<file path="src/rtl/sac_pkg.sv">
// Shared types and constants of the cache tag model.
`default_nettype none
package sac_pkg;
  localparam int SETS        = 64;
  localparam int WAYS        = 4;
  localparam int BLOCK_BYTES = 64;
  localparam int ADDR_W      = 32;
  localparam int WORD_BYTES  = 4;
  localparam int AGE_W       = 32;
  localparam int TIME_W      = 64;
  localparam int ELAPSED_W   = 16;
  localparam int COST_W      = 24;

  function automatic int flog2(input int v);
    int n;
    int x;
    n = 0;
    x = v;
    while (x > 1) begin
      x = x / 2;
      n = n + 1;
    end
    return n;
  endfunction

  localparam int OFF_BITS    = flog2(BLOCK_BYTES);
  localparam int SET_BITS    = flog2(SETS);
  localparam int SET_W       = (SET_BITS == 0) ? 1 : SET_BITS;
  localparam int TAG_W       = ADDR_W - OFF_BITS - SET_BITS;
  localparam int WAY_W       = (WAYS > 1) ? $clog2(WAYS) : 1;
  localparam int CHUNK_WORDS = BLOCK_BYTES / WORD_BYTES;

  // configuration register indexes
  localparam logic [1:0] REG_HIT_CYCLES  = 2'd0;
  localparam logic [1:0] REG_LOWER_CYCLES = 2'd1;
  localparam logic [1:0] REG_MEM_CYCLES  = 2'd2;

  typedef struct packed {
    logic [7:0]  hit_cycles;
    logic [11:0] lower_cycles;
    logic [9:0]  mem_cycles;
  } cfg_t;

  typedef struct packed {
    logic              wr;
    logic [SET_W-1:0]  set;
    logic [TAG_W-1:0]  tag;
    logic [TIME_W-1:0] stamp;
  } req_t;

  typedef struct packed {
    logic [TAG_W-1:0]  tag;
    logic              dirty;
    logic [TIME_W-1:0] stamp;
  } way_t;

  typedef way_t [WAYS-1:0] row_t;

  typedef struct packed {
    logic              wr;
    logic              hit;
    logic [COST_W-1:0] cost;
  } res_t;
endpackage
`default_nettype wire

</file>
<file path="src/rtl/sac_front.sv">
// Front end: takes words, splits the address, stamps time, queues requests.
`default_nettype none
module sac_front (
  input  wire logic                          clk,
  input  wire logic                          rst_n,
  input  wire logic                          in_valid,
  output logic                               in_ready,
  input  wire logic                          in_opcode,
  input  wire logic [sac_pkg::ADDR_W-1:0]    in_address,
  input  wire logic [sac_pkg::ELAPSED_W-1:0] in_elapsed,
  output logic                               q_valid,
  input  wire logic                          q_pop,
  output sac_pkg::req_t                      q_req
);
  import sac_pkg::*;

  logic [TIME_W-1:0] time_r, time_nxt;
  req_t              ent_r [2];
  logic              rd_ptr_r, wr_ptr_r;
  logic [1:0]        cnt_r;
  logic              push;
  req_t              new_req;
  logic [ADDR_W-1:0] blk;

  assign in_ready = (cnt_r != 2'd2);
  assign push     = in_valid && in_ready;
  assign q_valid  = (cnt_r != 2'd0);
  assign q_req    = ent_r[rd_ptr_r];
  assign time_nxt = time_r + TIME_W'(in_elapsed);
  assign blk      = in_address >> OFF_BITS;

  always_comb begin
    new_req.wr    = in_opcode;
    new_req.set   = (SET_BITS == 0) ? '0 : SET_W'(blk);
    new_req.tag   = TAG_W'(blk >> SET_BITS);
    new_req.stamp = time_nxt;
  end

  always_ff @(posedge clk) begin
    if (!rst_n) begin
      time_r   <= '0;
      rd_ptr_r <= 1'b0;
      wr_ptr_r <= 1'b0;
      cnt_r    <= 2'd0;
    end else begin
      if (push) begin
        time_r          <= time_nxt;
        ent_r[wr_ptr_r] <= new_req;
        wr_ptr_r        <= !wr_ptr_r;
      end
      if (q_pop) begin
        rd_ptr_r <= !rd_ptr_r;
      end
      cnt_r <= cnt_r + {1'b0, push} - {1'b0, q_pop};
    end
  end
endmodule
`default_nettype wire

</file>
<file path="config.mk">
export PLATFORM = sky130hd
export DESIGN_NAME = sac_front
export DESIGN_NICKNAME = d
export VERILOG_FILES = /design/src/rtl/sac_pkg.sv /design/src/rtl/sac_front.sv
export SDC_FILE = /design/constraint.sdc
export NUM_CORES = 1
export LEC_CHECK = 0
export ABC_AREA = 1
export BUFFER_PORTS_ARGS = -buffer_cell sky130_fd_sc_hd__buf_2
export CAP_MARGIN = 20
export CORE_ASPECT_RATIO = 1.4
export CORE_MARGIN = 1.5
export CORE_UTILIZATION = 40
export DETAILED_ROUTE_END_ITERATION = 8
export GPL_TIMING_DRIVEN = 0
export PLACE_DENSITY_LB_ADDON = 0.25
export SETUP_SLACK_MARGIN = 0.05
export SLEW_MARGIN = 20
export SYNTH_ARGS = -nofsm -noshare
export SYNTH_HDL_FRONTEND = slang
export SYNTH_SLANG_ARGS = --single-unit
</file>
<file path="constraint.sdc">
create_clock -name clk -period 11.08 [get_ports clk]
set_input_delay 2.216 -clock clk [delete_from_list [all_inputs] [get_ports clk]]
set_output_delay 2.216 -clock clk [all_outputs]
set_load 0.1 [all_outputs]
</file>
Word level (Yosys, flattened, before mapping)

Memory sizes are Yosys's and may differ from the RTL's. A register that Yosys moved wholly into a read port is not among the register bits.
Index checks and enable logic that the tools add are counted.

Flip-flop bits (word level): 68
RAM bits: 182
Input port bits: 53
Output and inout bits: 93
Logic and storage cells: 18
Memories kept: 1

Memories:

| memory | words | width | rd ports | clocked after Yosys merged registers in | write ports | line            | text |
|---|---|---|---|---|---|---|---|
| ent_r  | 2     | 91    | 1        | 1                                       | 1           | sac_front.sv:18 | `req_t ent_r [2];` |

$add $sub $neg: 3
Equality and inequality tests: 1
Mux-type cells: 5
Reductions and logical operators: 4

Operators with widths:

| operator                                     | number |
|---|---|
| adder 64 x 16 -> 64 bit                      | 1 |
| 2-to-1 mux 1 bit                             | 5 |
| adder 2 x 1 -> 2 bit                         | 1 |
| zero test 1 bit                              | 2 |
| inequality test 2 bit, second input constant | 1 |
| nonzero test 2 bit                           | 1 |
| subtractor 2 x 1 -> 2 bit                    | 1 |
| logical AND 1 bit                            | 1 |

Longest topological paths before layout

Depth after elaboration: 5
Depth in mapped cells: 15
Mapped depth without buffers: 15

Worst setup path before layout

Ideal clock, no wire load.

Kind: input to register
Start: in in_valid
End: mem ent_r[1][0] (netlist name), enable pin
Setup time: 652 ps
Arrival time: 8965 ps
Required time: 10428 ps
Slack: 1463 ps
Stages on the path: 4
Buffers on the path: 2
Cells stage by stage: nand2_1 -> buf_2 -> buf_1 -> nor3_1

Cells in the longest elaborated chain, start to end: 4

RTL lines:

| element                                | line            | text |
|---|---|---|
| from (decl)                            | sac_front.sv:6  | `input wire logic in_valid,` |
| logical AND 1 bit                      | sac_front.sv:26 | `assign push = in_valid && in_ready;` |
| 2-to-1 mux 1 bit                       | sac_front.sv:46 | `if (push) begin` |
| 2-to-1 mux 1 bit                       | sac_front.sv:40 | `if (!rst_n) begin` |
| 2-to-1 mux 1 bit (implied by the code) | sac_front.sv:48 | `ent_r[wr_ptr_r] <= new_req;` |
| to (decl)                              | sac_front.sv:18 |  |

No other way between the ends.

Final worst setup path

Start: in rst_n
End: mem ent_r[1][25] (netlist name), enable pin

Cells in the longest elaborated chain, start to end: 2

RTL lines:

| element                                | line            | text |
|---|---|---|
| from (decl)                            | sac_front.sv:5  | `input wire logic rst_n,` |
| 2-to-1 mux 1 bit                       | sac_front.sv:40 |  |
| 2-to-1 mux 1 bit (implied by the code) | sac_front.sv:48 |  |

No other way between the ends.

==> run metrics <==
status=finished clean; worst path required time=11390 ps; CP Capture Point=ent_r[1][25]; buffers added on ports=139; Worst-path clk slew=60 ps; sequential fraction of design power=41.7%; Post CTS Setup Buffer Count=0; cell with the most instances on the worst path=buf_4; synth warn=0; final wirelength=34.4 mm; total global-route track usage=21.0%; Final Core Density=47.6%; unrepaired setup endpoints after global routing=false; critical path cell sequence=buf_2 > inv_1 > clkbuf_1 > buf_1 > nor3_2 > buf_4 > buf_4 > buf_6 > buf_4 > buf_6 > buf_4 > buf_4 > buf_4; ratio of total power to cell area=192 nW/um^2; Final Max Tran Viols=0; initial antenna violation count=0; drt pass-1 iters=5; Yosys reg bits=251; total core area=30800 sq um; Congestion Overflow GR=0; VDD IR max=129 uV; async set-reset flop share out of synthesis=0%; Critical Path Sink Type=flop; hold buffers post-CTS=0; minimum clock period=4860 ps; CP Class=input pin to flop; Ant. Diodes=0; Reg2Reg Setup Slack=7610 ps; commonest register cell after synthesis=edfxtp_1; CP max FO=10; largest net degree at the start of global routing=26; Routability Congestion=0.924; H-tree depth=1; syn avg cell area=9.58 sq um; Critical path origin=rst_n; # setup viols final=0; Clk Latency, worst-skew pair=550 ps; setup tns final=0 ps; Post-Syn Area=12500 sq um; reg2reg path depth=14; Die Y=212 um; leakage=6.46 nW; synth unique cells=46; CP Data Arrival Time=5170 ps; Max-slew headroom=46.4%; pre-CTS WS=5660 ps; Max Root-Sink Buffers=3; die area=32300 sq um; final instance area=14700 sq um; Syn Inst Count=1305; first-pass GRT wire length=51.8 mm; CP max-delay cell=buf_1; Mapped Nets=1377; # resized after CTS=0; FMAX=206 MHz; clock sink count=251; Clk pwr share=29.6%; wire per inst=18.1 um; max incr delay on CP=630 ps; Initial Utilization=40.6%; Comb pwr share=28.8%; io pins=146; reg-to-reg startpoint=cnt_r[0]; final hold vios=0; worst hold path class=flop to flop; Psw=0.00104 W; die width=152 um; Worst Setup Start Kind=input pin; internal power=0.00177 W; number of max-cap violations=0; setup slack after layout=6220 ps; CTS buffer count=25; post-DP HPWL=27.0 mm; TritonCTS clock tree=yes; nets@finish=1559; drt drc=0; Row Count=76; switching part of the total=37.0%; DRT iter0 DRCs=556; share of cells above drive strength 1=25.6%; post-synthesis sequential area ratio=54.8%; Post-synth EDFFs=182; Layout area overhead=17.4%; placed cell area=13900 sq um; non-filler cells, final=1896; CTS Root Cell=clkbuf_16; Slew @ Worst Pin=805 ps; vias in the first global route=9175; Avg Vias per Cell=4.96; Clock Skew=32.7 ps; placed cell count=1850; remaining antenna violation count=0; via count=9398; end of the worst register-to-register path=ent_r[1][25]; final period utilization=43.9%
-- critical path, delay by kind of cell --
family        cells  cell delay (ps)
buf+inv          12             2800
simple gates      1              120
-- state kept, by name, indices dropped and copies added, names as in the netlist, named ones only --
register  flops
wr_ptr_r      1
ent_r       182
time_r       64
rd_ptr_r      1
cnt_r         2
-- cells in the mapped netlist (4+ instances only) --
master | number | area share (%)
edfxtp_1 | 182 | 44
nor3_1 | 12 | 0.48
o21ai_1 | 9 | 0.36
inv_2 | 8 | 0.24
nand2_2 | 25 | 1.3
inv_1 | 195 | 5.9
nor2_4 | 6 | 0.54
nand4_1 | 21 | 1.1
nor2_2 | 12 | 0.60
and2_1 | 4 | 0.20
nand3_1 | 93 | 3.7
nor3_2 | 15 | 1.2
buf_1 | 4 | 0.12
ha_1 | 18 | 1.8
nand2_1 | 304 | 9.1
nor2_1 | 74 | 2.2
buf_2 | 11 | 0.44
xor2_1 | 18 | 1.3
dfxtp_1 | 69 | 11
o21ai_0 | 33 | 1.3
mux2_2 | 91 | 8.2
a21oi_1 | 54 | 2.2
clkbuf_1 | 12 | 0.36
nand3_2 | 7 | 0.56
-- per-layer routing --
layer	vias up	GRT usage, %	part of all wire [%]
li1	4689	-	-
met1	4402	23.2	39
met2	237	40.1	53
met3	70	2.65	3.7
met4	0	9.34	4.1
met5	-	0	0
-- worst min path at each step --
stage,startpoint,endpoint,cells after the start
floorplan,cnt_r[1],cnt_r[1],1
global placement,wr_ptr_r,wr_ptr_r,2
detailed placement,wr_ptr_r,wr_ptr_r,2
CTS,wr_ptr_r,wr_ptr_r,2
global route,time_r[2],time_r[2],2
finish,wr_ptr_r,wr_ptr_r,2
-- placed cells by master, fill, tap and decap left out, drive strengths merged, types with 2 or more instances in the layout --
cell    count
nand3     100
mux2       91
and2        4
o21ai      43
dfxtp      69
clkbuf     43
and3        2
bufinv      2
a21oi      56
nor3       28
xor2       18
edfxtp    182
nand4      23
nand2     330
or2         5
buf       171
clkinv     14
inv       204
nor2       92
o21bai      3
ha         18
-- through the flow --
stage	hold slack, ps	power, W
global placement	451	0.00200
detailed placement	456	0.00201
finish	468	0.00282
floorplan	437	0.00182
CTS	466	0.00285
global route	504	0.00294
-- cell families after synthesis --
family          after synthesis  share of synthesized area [%]
flops                       251                           54.8
mux                          91                           8.20
simple gates                587                           22.1
buf+inv                     235                           7.35
xor+xnor                     19                           1.33
fa+ha+maj                    19                           1.96
compound gates              103                           4.32
-- power by group through the flow --
stage,clock network (W),logic [W],registers (W)
5_1_grt,0.000890,0.000869,0.00118
3_3_place_gp,0,0.000795,0.00120
3_5_place_dp,0,0.000816,0.00119
2_1_floorplan,0,0.000640,0.00118
4_1_cts,0.000855,0.000819,0.00117
6_report,0.000832,0.000810,0.00117
-- layout make-up --
class                           count  area (sq um)
Timing Repair Buffer              155           885
Buffer                             30           149
Multi-Input combinational cell    819          4750
Clock inverter                     16           140
Tap cell                          390           488
Clock buffer                       30           654
Inverter                          205           769
Sequential cell                   251          6850
Fill cell                        2972         16100
Note: power is estimated with default switching activity, not from simulation.
